<file path="src/rtl/llq_pkg.sv">
package llq_pkg;

  // Pool and pair counts; the node and pair fields cover them exactly.
  localparam int POOL_SIZE  = 64;
  localparam int PAIR_COUNT = 8;
  localparam int NODE_W     = 6;
  localparam int PAIR_W     = 3;
  localparam int CNT_W      = 7;

  // Operation codes carried in the func field.
  typedef enum logic [1:0] {
    FUNC_ALLOC = 2'd0,
    FUNC_ENQ   = 2'd1,
    FUNC_MOVE  = 2'd2,
    FUNC_REL   = 2'd3
  } func_e;

  // One input word as held in the item register.
  typedef struct packed {
    func_e              func;
    logic [NODE_W-1:0]  node_id;
    logic [PAIR_W-1:0]  pair_id;
  } item_t;

  // Head, tail and non-empty flag of one linked queue.
  typedef struct packed {
    logic [NODE_W-1:0] head;
    logic [NODE_W-1:0] tail;
    logic              valid;
  } fifo_ptrs_t;

  // Link memory read request.
  typedef struct packed {
    logic              en;
    logic [NODE_W-1:0] addr;
  } link_rd_t;

  // Link memory write request.
  typedef struct packed {
    logic              en;
    logic [NODE_W-1:0] addr;
    logic [NODE_W-1:0] data;
  } link_wr_t;

  // One result word.
  typedef struct packed {
    logic              status;
    logic [NODE_W-1:0] node;
  } result_t;

endpackage

</file>
<file path="src/rtl/llq_ram.sv">
module llq_ram #(
  parameter int WIDTH = 8,
  parameter int DEPTH = 64,
  localparam int AddrW = $clog2(DEPTH)
) (
  input  logic             clk_i,
  input  logic             we_i,
  input  logic [AddrW-1:0] waddr_i,
  input  logic [WIDTH-1:0] wdata_i,
  input  logic             re_i,
  input  logic [AddrW-1:0] raddr_i,
  output logic [WIDTH-1:0] rdata_o
);

  logic [WIDTH-1:0] mem_q [DEPTH];
  logic [WIDTH-1:0] rdata_q;

  // Write port.
  always_ff @(posedge clk_i) begin
    if (we_i) begin
      mem_q[waddr_i] <= wdata_i;
    end
  end

  // Registered read port; data holds until the next read.
  always_ff @(posedge clk_i) begin
    if (re_i) begin
      rdata_q <= mem_q[raddr_i];
    end
  end

  assign rdata_o = rdata_q;

endmodule

</file>
<file path="src/rtl/llq_link.sv">
module llq_link (
  input  logic                      clk_i,
  input  logic                      rst_ni,
  input  llq_pkg::link_rd_t         rd_i,
  input  llq_pkg::link_wr_t         wr_i,
  output logic [llq_pkg::NODE_W-1:0] link_o
);

  logic [llq_pkg::POOL_SIZE-1:0] written_q;
  logic                          sel_written_q;
  logic [llq_pkg::NODE_W-1:0]    raddr_q;
  logic [llq_pkg::NODE_W-1:0]    rdata;
  logic [llq_pkg::NODE_W-1:0]    succ;

  llq_ram #(
    .WIDTH (llq_pkg::NODE_W),
    .DEPTH (llq_pkg::POOL_SIZE)
  ) u_ram (
    .clk_i   (clk_i),
    .we_i    (wr_i.en),
    .waddr_i (wr_i.addr),
    .wdata_i (wr_i.data),
    .re_i    (rd_i.en),
    .raddr_i (rd_i.addr),
    .rdata_o (rdata)
  );

  // An entry counts as written once the memory holds a real link for it.
  always_ff @(posedge clk_i or negedge rst_ni) begin
    if (!rst_ni) begin
      written_q <= '0;
    end else if (wr_i.en) begin
      written_q[wr_i.addr] <= 1'b1;
    end
  end

  // Track the read address and whether it was written, alongside the RAM read.
  always_ff @(posedge clk_i or negedge rst_ni) begin
    if (!rst_ni) begin
      sel_written_q <= 1'b0;
      raddr_q       <= '0;
    end else if (rd_i.en) begin
      sel_written_q <= written_q[rd_i.addr];
      raddr_q       <= rd_i.addr;
    end
  end

  // An unwritten entry links to its successor, wrapping at the pool end.
  assign succ = (raddr_q == llq_pkg::NODE_W'(llq_pkg::POOL_SIZE - 1)) ? '0
              : raddr_q + llq_pkg::NODE_W'(1);

  assign link_o = sel_written_q ? rdata : succ;

endmodule

</file>
<file path="src/rtl/llq_core.sv">
module llq_core (
  input  logic                       clk_i,
  input  logic                       rst_ni,
  input  logic                       issue_i,
  input  llq_pkg::func_e             func_i,
  input  logic [llq_pkg::PAIR_W-1:0] pair_i,
  input  logic                       commit_i,
  input  llq_pkg::item_t             item_i,
  input  logic [llq_pkg::NODE_W-1:0] link_i,
  output llq_pkg::link_rd_t          rd_o,
  output llq_pkg::link_wr_t          wr_o,
  output llq_pkg::result_t           result_o
);

  llq_pkg::fifo_ptrs_t pend_q [llq_pkg::PAIR_COUNT];
  llq_pkg::fifo_ptrs_t act_q  [llq_pkg::PAIR_COUNT];
  logic [llq_pkg::NODE_W-1:0] free_head_q, free_head_d;
  logic [llq_pkg::NODE_W-1:0] free_tail_q, free_tail_d;
  logic [llq_pkg::CNT_W-1:0]  free_cnt_q, free_cnt_d;

  llq_pkg::fifo_ptrs_t pq, aq, pq_d, aq_d;
  llq_pkg::link_wr_t   wr;
  llq_pkg::result_t    res;
  logic [llq_pkg::NODE_W-1:0] rd_addr;

  // Read the link of the head that the operation will take.
  always_comb begin
    case (func_i)
      llq_pkg::FUNC_ALLOC: rd_addr = free_head_q;
      llq_pkg::FUNC_MOVE:  rd_addr = pend_q[pair_i].head;
      llq_pkg::FUNC_REL:   rd_addr = act_q[pair_i].head;
      default:             rd_addr = free_head_q;
    endcase
  end

  assign rd_o = '{en: issue_i, addr: rd_addr};

  // Next state of the lists for the held word, using the link read when it was taken.
  always_comb begin
    pq          = pend_q[item_i.pair_id];
    aq          = act_q[item_i.pair_id];
    pq_d        = pq;
    aq_d        = aq;
    free_head_d = free_head_q;
    free_tail_d = free_tail_q;
    free_cnt_d  = free_cnt_q;
    wr          = '0;
    res         = '{status: 1'b1, node: '0};
    case (item_i.func)
      llq_pkg::FUNC_ALLOC: begin
        if (free_cnt_q != '0) begin
          res        = '{status: 1'b0, node: free_head_q};
          free_cnt_d = free_cnt_q - llq_pkg::CNT_W'(1);
          if (free_cnt_d != '0) begin
            free_head_d = link_i;
          end
        end
      end
      llq_pkg::FUNC_ENQ: begin
        res = '{status: 1'b0, node: item_i.node_id};
        if (pq.valid) begin
          wr = '{en: 1'b1, addr: pq.tail, data: item_i.node_id};
        end else begin
          pq_d.head = item_i.node_id;
        end
        pq_d.tail  = item_i.node_id;
        pq_d.valid = 1'b1;
      end
      llq_pkg::FUNC_MOVE: begin
        if (pq.valid) begin
          res = '{status: 1'b0, node: pq.head};
          // Pop the pending head.
          if (pq.head == pq.tail) begin
            pq_d.valid = 1'b0;
          end else begin
            pq_d.head = link_i;
          end
          // Push it onto the active queue.
          if (aq.valid) begin
            wr = '{en: 1'b1, addr: aq.tail, data: pq.head};
          end else begin
            aq_d.head = pq.head;
          end
          aq_d.tail  = pq.head;
          aq_d.valid = 1'b1;
        end
      end
      llq_pkg::FUNC_REL: begin
        if (aq.valid) begin
          res = '{status: 1'b0, node: aq.head};
          // Pop the active head.
          if (aq.head == aq.tail) begin
            aq_d.valid = 1'b0;
          end else begin
            aq_d.head = link_i;
          end
          // Return it to the free list tail; the count saturates at the pool size.
          if (free_cnt_q == '0) begin
            free_head_d = aq.head;
          end else begin
            wr = '{en: 1'b1, addr: free_tail_q, data: aq.head};
          end
          free_tail_d = aq.head;
          if (free_cnt_q < llq_pkg::CNT_W'(llq_pkg::POOL_SIZE)) begin
            free_cnt_d = free_cnt_q + llq_pkg::CNT_W'(1);
          end
        end
      end
      default: begin
        res = '{status: 1'b1, node: '0};
      end
    endcase
  end

  assign wr_o     = commit_i ? wr : '0;
  assign result_o = res;

  // Queue pointer state; all queues start empty.
  always_ff @(posedge clk_i or negedge rst_ni) begin
    if (!rst_ni) begin
      for (int i = 0; i < llq_pkg::PAIR_COUNT; i++) begin
        pend_q[i] <= '0;
        act_q[i]  <= '0;
      end
    end else if (commit_i) begin
      pend_q[item_i.pair_id] <= pq_d;
      act_q[item_i.pair_id]  <= aq_d;
    end
  end

  // Free list state; it starts with every node in index order.
  always_ff @(posedge clk_i or negedge rst_ni) begin
    if (!rst_ni) begin
      free_head_q <= '0;
      free_tail_q <= llq_pkg::NODE_W'(llq_pkg::POOL_SIZE - 1);
      free_cnt_q  <= llq_pkg::CNT_W'(llq_pkg::POOL_SIZE);
    end else if (commit_i) begin
      free_head_q <= free_head_d;
      free_tail_q <= free_tail_d;
      free_cnt_q  <= free_cnt_d;
    end
  end

endmodule

</file>
<file path="src/rtl/linked_list_queue_manager.sv">
// Linked-list queue manager: free list plus pending and active queues per pair.
// A result word passes from the item register to the output register; it is
// valid once the held word commits and the output register loads.
// No new word is taken while one is held, so each word does its link memory
// read of the taken head and then its link write of the appended tail.
// Reset (asynchronous, active low): all nodes on the free list in index order,
// every queue empty, link entries read as their successor until written.
module linked_list_queue_manager (
  input  logic                       clk_i,
  input  logic                       rst_ni,
  input  logic                       in_valid_i,
  output logic                       in_stall_o,
  input  logic [1:0]                 func_i,
  input  logic [llq_pkg::NODE_W-1:0] node_id_i,
  input  logic [llq_pkg::PAIR_W-1:0] pair_id_i,
  output logic                       out_valid_o,
  input  logic                       out_stall_i,
  output logic                       status_o,
  output logic [llq_pkg::NODE_W-1:0] node_out_o
);

  logic                       busy_q;
  llq_pkg::item_t             item_q;
  logic                       out_valid_q;
  llq_pkg::result_t           out_q;
  logic                       accept;
  logic                       commit;
  logic                       out_free;
  llq_pkg::link_rd_t          link_rd;
  llq_pkg::link_wr_t          link_wr;
  logic [llq_pkg::NODE_W-1:0] link;
  llq_pkg::result_t           result;

  // A word is taken when no word is held; the held word finishes once the
  // output register can load.
  assign in_stall_o = busy_q;
  assign accept     = in_valid_i && !busy_q;
  assign out_free   = !out_valid_q || !out_stall_i;
  assign commit     = busy_q && out_free;

  // Item register.
  always_ff @(posedge clk_i or negedge rst_ni) begin
    if (!rst_ni) begin
      busy_q <= 1'b0;
    end else if (accept) begin
      busy_q <= 1'b1;
    end else if (commit) begin
      busy_q <= 1'b0;
    end
  end

  always_ff @(posedge clk_i) begin
    if (accept) begin
      item_q <= '{func: llq_pkg::func_e'(func_i), node_id: node_id_i, pair_id: pair_id_i};
    end
  end

  llq_core u_core (
    .clk_i    (clk_i),
    .rst_ni   (rst_ni),
    .issue_i  (accept),
    .func_i   (llq_pkg::func_e'(func_i)),
    .pair_i   (pair_id_i),
    .commit_i (commit),
    .item_i   (item_q),
    .link_i   (link),
    .rd_o     (link_rd),
    .wr_o     (link_wr),
    .result_o (result)
  );

  llq_link u_link (
    .clk_i  (clk_i),
    .rst_ni (rst_ni),
    .rd_i   (link_rd),
    .wr_i   (link_wr),
    .link_o (link)
  );

  // Output register.
  always_ff @(posedge clk_i or negedge rst_ni) begin
    if (!rst_ni) begin
      out_valid_q <= 1'b0;
    end else if (out_free) begin
      out_valid_q <= commit;
    end
  end

  always_ff @(posedge clk_i) begin
    if (commit) begin
      out_q <= result;
    end
  end

  assign out_valid_o = out_valid_q;
  assign status_o    = out_q.status;
  assign node_out_o  = out_q.node;

endmodule

</file>
<file path="config.mk">
export PLATFORM = sky130hd
export DESIGN_NAME = linked_list_queue_manager
export DESIGN_NICKNAME = d
export VERILOG_FILES = /design/src/rtl/llq_pkg.sv /design/src/rtl/llq_ram.sv /design/src/rtl/llq_link.sv /design/src/rtl/llq_core.sv /design/src/rtl/linked_list_queue_manager.sv
export SDC_FILE = /design/constraint.sdc
export NUM_CORES = 1
export LEC_CHECK = 0
export BUFFER_PORTS_ARGS = -buffer_cell sky130_fd_sc_hd__buf_2
export CORE_AREA = 5 5 222 224
export DETAILED_ROUTE_END_ITERATION = 16
export DIE_AREA = 0 0 227 229
export PLACE_DENSITY = 0.84
export SYNTH_ARGS = -nofsm -noshare
export SYNTH_HDL_FRONTEND = slang
export SYNTH_SLANG_ARGS = --single-unit
</file>
<file path="constraint.sdc">
create_clock -name clk_i -period 12 [get_ports clk_i]
set_input_delay 0 -clock clk_i [delete_from_list [all_inputs] [get_ports clk_i]]
set_output_delay 0 -clock clk_i [all_outputs]
set_load 0.01 [all_outputs]
</file>
==> summary.md, run 1 <==
| Metric | Value |
|---|---|
| Status | complete, no violations |
| CP arrival | 5.42 ns |
| Synth Cell Area | 31,600 sq um |
| Leakage Power | 13.75 nW |
| Endpoints failing hold | 0 |
| Max-slew violations | 0 |
| Initial cell density of the core | 67.02% |
| Iteration-0 DRC Markers | 3,629 |
| GRT Total Usage | 32.80% |
| Net Count, Synth | 2,668 |
| Syn_area_per_cell | 11.95 sq um |
| Core Rows | 80 |
| Multi-input gate area | 11,130 sq um |
| Crit-path max cell delay | 0.69 ns |
| EDFF count, synth | 408 |
| Register area share after synthesis | 62.56% |
| Worst path required time | 12.25 ns |
| Top-area cell type share of the netlist area | 38.77% |
| Routed vias/inst | 6.859 |
| I/O pin count | 24 |
| Synth area leaders | edfxtp_1, dfrtp_1, nand2_1, mux2_2, nand3_1 |
| #FFs+latches synth | 708 |
| Skew final | 0.03882 ns |
| Setup slack at placement | 7.061 ns |
| Via Count | 22,530 |
| Tcrit/Tclk final | 43.15% |
| DIE AREA | 51,980 sq um |
| CP endpoint kind | flip-flop |
| Worst-margin pin slew | 1.325 ns |
| R2R Setup Slk | 6.82 ns |
| TritonCTS clock tree | built |
| Fmax | 193.1 MHz |
| Post-DRT Antenna Nets | 0 |
| Reg2Reg Depth | 10 |
| RSZ-0062 raised after global routing | false |
| Distinct cells, synth | 72 |
| Fill count | 2,840 |
| DR pass1 iterations | 9 |
| FF-to-FF End | u_link.u_ram.mem_q[22][3]$_DFFE_PP_ |
| Synth warn | 0 |
| Clock Pin Slew Worst Setup and Hold Paths | 0.06 ns |
| CTS Buffer Depth | 3 |
| Gate Count Post-Synth | 2,644 |
| Total grt overflow | 0 |
| Max transition margin | 11.58% |
| Chip Width | 227 microns |
| Setup TNS | 0 ns |
| Worst Path Max Fanout | 43 |
| TritonCTS buffer count | 72 |
| Die height | 229 microns |
| Core Region | 47,150 sq um |
| Startpoint Class | flip-flop |
| Worst setup margin | 6.822 ns |
| CP max-delay cell | nand2b_1 |
| Setup crit start | item_q[1]$_DFFE_PP_ |
| Gpl congestion | 0.9819 |
| Synth Flop Type | edfxtp_1 |
| Post-synth ARST share | 42.37% |
| PostCTS Resize Cnt | 0 |
| Skew-Pair Late Insertion Delay | 0.63 ns |
| Port Buf Inserts | 23 |
| DRC violations left | 0 |
| Crit path capture | u_link.u_ram.mem_q[22][3]$_DFFE_PP_ |
| Vias in the first global route | 22,830 |
| Most frequent cells in the layout | nand2_1, edfxtp_1, dfrtp_1 |
| MaxCap Viol Count | 0 |
| Antenna violations before repair | 0 |
| Count of final setup violators | 0 |
| Critical-path cell list | buf_4 -> mux4_1 -> mux2i_1 -> buf_4 -> nand2b_1 -> nor3_1 -> a221o_1 -> nor3_1 -> nand3_1 -> nor2_1 |
| Layout area overhead | 9.388% |
| Max VDD drop | 0.2190 mV |
| Final net count | 2,634 |
| Post-CTS setup buffer count | 0 |
| Commonest non-fill, non-tap cell in the layout | nand2_1 |
| PD cells | 220.4 nW/um^2 |
| Diode count | 0 |
| Final WL | 85,200 microns |
| Post-DP HPWL | 50,750 microns |
| Routed len/inst | 25.94 microns |
| First-pass GRT wire length | 131,700 microns |
| Leading area contributor after synthesis | edfxtp_1 |
| Clock root buffer | clkbuf_16 |
| Pin count of the biggest net entering global routing | 130 |
| CTS H-tree depth | 3 |
| Share of cells above drive strength 1 | 16.07% |
| Critical path type | flip-flop to flip-flop |
| Register area | 19,770 sq um |
| Final Critical Period | 5.178 ns |
| Worst hold path class | input pin to asynchronous set/reset pin |
| Reg2reg start | item_q[1]$_DFFE_PP_ |
| CTS Sinks | 708 |
critical path: cells and delay by family (launching register included):
family / cells / cell delay (ns)
buf+inv: 2 / 0.72
flops: 1 / 0.34
mux: 2 / 0.87
simple gates: 5 / 2.54
compound gates: 1 / 0.33
where the power goes:
| group | leakage (nW) | switching [mW] | internal, mW |
|---|---|---|---|
| clock | 1.14 | 0.928 | 1.28 |
| combinational | 5.03 | 1.40 | 0.765 |
| sequential | 7.58 | 0.276 | 2.96 |
| total | 13.7 | 2.61 | 5.01 |
what timing repair did:
| item | in CTS | in global routing |
|---|---|---|
| endpoints found under the setup margin | 0 | 0 |
| hold endpoints to repair | 139 | 0 |
| hold buffers | 13 | 0 |
per-layer routing:
layer,GRT usage [%],share of wire [%],up-vias
li1,-,-,9588
met4,14.97,4.7,0
met5,0,0,-
met2,49.88,46,1695
met1,45.39,38,10920
met3,8.132,12,322
synth_stat cells (all sizes together) (8+ instances only):
cell	count
a211oi	9
a21oi	85
a221o	12
a221oi	49
a22o	8
a22oi	25
a31oi	28
and4	8
buf	60
clkbuf	115
dfrtp	293
edfxtp	408
ha	9
inv	16
mux2	143
mux2i	87
mux4	41
nand2	536
nand3	213
nand4	28
nor2	117
nor2b	12
nor3	23
o21ai	130
o22ai	9
or2	67
xnor2	16
xor2	8
kinds of logic (layout without fill, tap and decap cells):
| kind of cell | count (synthesis) | after routing | share of synthesized area, % |
|---|---|---|---|
| AOI/OAI and AO/OA | 398 | 398 | 8.264 |
| xor gates and xnor gates | 24 | 24 | 0.6652 |
| adders and majority gates | 9 | 9 | 0.3564 |
| buffers and inverters | 193 | 218 | 2.597 |
| DFF | 708 | 708 | 62.56 |
| muxes | 271 | 271 | 10.90 |
| and+or+nand+nor | 1041 | 1041 | 14.65 |
final cells by class:
cell class              instances  share of cell area [%]
well taps                     615                   2.226
clock inverters                21                  0.6624
clock buffers                 112                   6.088
multi-input cells            1743                   32.19
inverters                      18                  0.1955
flip-flops and latches        708                   57.19
repair buffers                 67                   1.448
per-stage QoR:
stage | std cells | utilization, % | area [sq um] | hold slack, ns | power (mW)
2_1_floorplan | 2644 | - | 31600 | -0.2956 | 4.672
3_3_place_gp | 3138 | 68.09 | 32100 | 0.1596 | 5.238
3_5_place_dp | 3138 | 68.09 | 32100 | 0.1596 | 5.338
4_1_cts | 3284 | 73.32 | 34570 | 0.1009 | 7.550
5_1_grt | 3284 | 73.32 | 34570 | 0.1285 | 7.924
6_report | 3284 | 73.32 | 34570 | 0.06067 | 7.619
how the worst min path moves through the flow:
stage	startpoint	endpoint	slack (ns)	cells after the start
finish	rst_ni	u_core.act_q[16]$_DFFE_PN0P_	0.06	2
global route	node_id_i[5]	item_q[8]$_DFFE_PP_	0.13	2
CTS	node_id_i[5]	item_q[8]$_DFFE_PP_	0.10	2
detailed placement	rst_ni	u_core.act_q[68]$_DFFE_PN0P_	0.16	1
global placement	rst_ni	u_core.act_q[16]$_DFFE_PN0P_	0.16	1
floorplan	rst_ni	in_stall_o$_DFFE_PN0P_	-0.30	0
flip-flops by register name (all words and copies together) (netlist names), 7 cells and up:
register	flops
u_link.u_ram.mem_q	384
u_core.act_q	104
u_core.pend_q	104
u_link.written_q	64
item_q	11
u_core.free_cnt_q	7
Note: power is estimated with default switching activity, not from simulation.
==> run 2, diff against run 1 <==
--- a/config.mk
+++ b/config.mk
@@ -6,10 +6,10 @@
 export NUM_CORES = 1
 export LEC_CHECK = 0
 export BUFFER_PORTS_ARGS = -buffer_cell sky130_fd_sc_hd__buf_2
-export CORE_AREA = 5 5 222 224
+export CORE_AREA = 5 5 242 244
 export DETAILED_ROUTE_END_ITERATION = 16
-export DIE_AREA = 0 0 227 229
-export PLACE_DENSITY = 0.84
+export DIE_AREA = 0 0 247 249
+export PLACE_DENSITY = 0.75
 export SYNTH_ARGS = -nofsm -noshare
 export SYNTH_HDL_FRONTEND = slang
 export SYNTH_SLANG_ARGS = --single-unit
==> constraint.sdc (replaced) <==
create_clock -name clk_i -period 4.7 [get_ports clk_i]
set_input_delay 0 -clock clk_i [delete_from_list [all_inputs] [get_ports clk_i]]
set_output_delay 0 -clock clk_i [all_outputs]
set_load 0.01 [all_outputs]
==> run 2 against run 1 <==
First-iteration DRC count down 19%. Sequential cell count unchanged. Cell area up 2.5%. Via count down 0.39%.
==> summary.md, run 2 (synthesized netlist as in run 1, its figures left out) <==
| Metric | Value |
|---|---|
| Hold WS | 0.05872 ns |
| Sw Pwr | 6.727 mW |
| Pin count of the biggest net entering global routing | 131 |
| GRT Total Usage | 27.27% |
| CP endpoint kind | flip-flop |
| Post-DP HPWL | 52,430 microns |
| Status | complete, no violations |
| Worst-margin pin slew | 1.278 ns |
| Via Count | 22,440 |
| Max transition margin | 14.56% |
| Worst hold path class | input pin to asynchronous set/reset pin |
| Switching share of power | 34.09% |
| Chip Width | 247 microns |
| Skew-Pair Late Insertion Delay | 0.63 ns |
| Antenna violations before repair | 0 |
| Core Region | 56,060 sq um |
| Layout area overhead | 12.11% |
| Design area | 35,430 sq um |
| Max FFs per register | 384 |
| Endpoints failing hold | 0 |
| Power, Total | 19.73 mW |
| Most frequent cells in the layout | nand2_1, edfxtp_1, dfrtp_1 |
| Clock power share | 29.1% |
| CTS Sinks | 708 |
| Iteration-0 DRC Markers | 2,930 |
| Count of final setup violators | 0 |
| Biggest regs | u_link.u_ram.mem_q (384), u_core.act_q (104), u_core.pend_q (104) |
| DR pass1 iterations | 7 |
| Worst Path Max Fanout | 14 |
| Setup TNS | 0 ns |
| Startpoint Class | flip-flop |
| Fin util | 63.19% |
| Diode count | 0 |
| CTS Buffer Depth | 3 |
| Clock Pin Slew Worst Setup and Hold Paths | 0.06 ns |
| Critical path type | flip-flop to flip-flop |
| RSZ-0062 raised after global routing | false |
| TritonCTS clock tree | built |
| Post-DRT Antenna Nets | 0 |
| DIE AREA | 61,500 sq um |
| Port Buf Inserts | 23 |
| MaxCap Viol Count | 0 |
| Final WL | 84,550 microns |
| Int Pwr | 13.01 mW |
| Share of cells above drive strength 1 | 18.68% |
| Tcrit/Tclk final | 89.52% |
| CTS H-tree depth | 3 |
| Post-CTS setup buffer count | 0 |
| Biggest register | u_link.u_ram.mem_q |
| TritonCTS buffer count | 73 |
| Clock root buffer | clkbuf_16 |
| Max VDD drop | 0.3483 mV |
| Routed len/inst | 24.14 microns |
| Gpl congestion | 0.9387 |
| Comb pwr share | 28.9% |
| GR Layer Usage met3 | 6.953% |
| DRC violations left | 0 |
| Leakage Power | 14.18 nW |
| Skew final | 0.03270 ns |
| Met1 usage | 38.72% |
| PD cells | 557.0 nW/um^2 |
| Final Critical Period | 4.207 ns |
| Most used routing layer | met2 |
| Fmax | 237.7 MHz |
| Max-slew violations | 0 |
| Routed vias/inst | 6.407 |
| I/O pin count | 24 |
| Vias in the first global route | 22,200 |
| Met2 Usage GRT | 41.58% |
| CP arrival | 4.47 ns |
| Final net count | 2,711 |
| Die height | 249 microns |
| Placed Area | 32,890 sq um |
| Total grt overflow | 0 |
| Seq pwr share | 42.0% |
| Initial cell density of the core | 56.37% |
| Worst path required time | 4.96 ns |
| Core Rows | 87 |
| First-pass GRT wire length | 130,900 microns |
| Commonest non-fill, non-tap cell in the layout | nand2_1 |
[run 2: cell types whose count changed in the layout (fill, tap and decap cells not counted), moves of 2 or more]
cell / delta
buf_4: +71
clkinv_2: +5
buf_12: +4
clkbuf_1: -4
clkinv_1: -4
clkbuf_8: +2
[run 2: power by group through the flow]
| stage | combinational, mW | clock (mW) | sequential (mW) |
|---|---|---|---|
| detailed placement | 5.54 | 0 | 8.35 |
| floorplan | 3.86 | 0 | 8.07 |
| global placement | 5.39 | 0 | 8.30 |
| global route | 6.13 | 6.10 | 8.35 |
| CTS | 5.60 | 5.81 | 8.24 |
| finish | 5.70 | 5.75 | 8.29 |
[run 2: final cells by class]
class                   count  area (sq um)
clock buffers             110          2117
multi-input cells        1743         11130
flip-flops and latches    708         19770
repair buffers            143          1124
fillers                  4010         20630
clock inverters            24         276.5
inverters                  18         67.56
well taps                 756         945.9
[run 2: critical path: stages, from the launching register on]
cell and delay (ns):
edfxtp_1 0.59, nor2b_1 0.25, buf_4 0.18, a221oi_1 0.27, o2111a_1 0.32, nor3_1 0.08
buf_4 0.22, a221o_1 0.39, nor3_1 0.39, nand2_1 0.54, nor2_1 0.61
[run 2: worst paths after layout]
check / startpoint / to / slack, ns / cells past startpoint
worst min-delay path: rst_ni / u_core.pend_q[83]$_DFFE_PN0P_ / 0.06 / 2
worst min register to register: u_link.written_q[28]$_DFFE_PN0P_ / u_link.written_q[28]$_DFFE_PN0P_ / 0.46 / 1
worst max register to register: item_q[2]$_DFFE_PP_ / u_link.u_ram.mem_q[4][0]$_DFFE_PP_ / 0.49 / 10
min in group clk_i: node_id_i[2] / item_q[5]$_DFFE_PP_ / 0.12 / 2
max in group asynchronous: rst_ni / u_link.written_q[31]$_DFFE_PN0P_ / 3.21 / 3
worst max-delay path: item_q[2]$_DFFE_PP_ / u_link.u_ram.mem_q[4][0]$_DFFE_PP_ / 0.49 / 10
[run 2: stage by stage]
stage | worst slack (ns) | cells
floorplan | 0.4102 | 2644
global placement | 0.7021 | 3354
detailed placement | 0.6648 | 3354
CTS | 0.6198 | 3502
global route | 0.3854 | 3502
finish | 0.4927 | 3502
[run 2: repair_timing]
action	CTS	global route
endpoints found under the hold margin	141	0
hold buffers	14	0
endpoints found under the setup margin	0	0
gates resized for setup	0	0
[run 2: metal layers]
layer | up-vias | wire [microns]
met3 | 200 | 9708
met2 | 1315 | 38740
met5 | - | 0
li1 | 9733 | -
met4 | 0 | 2575
met1 | 11190 | 33520
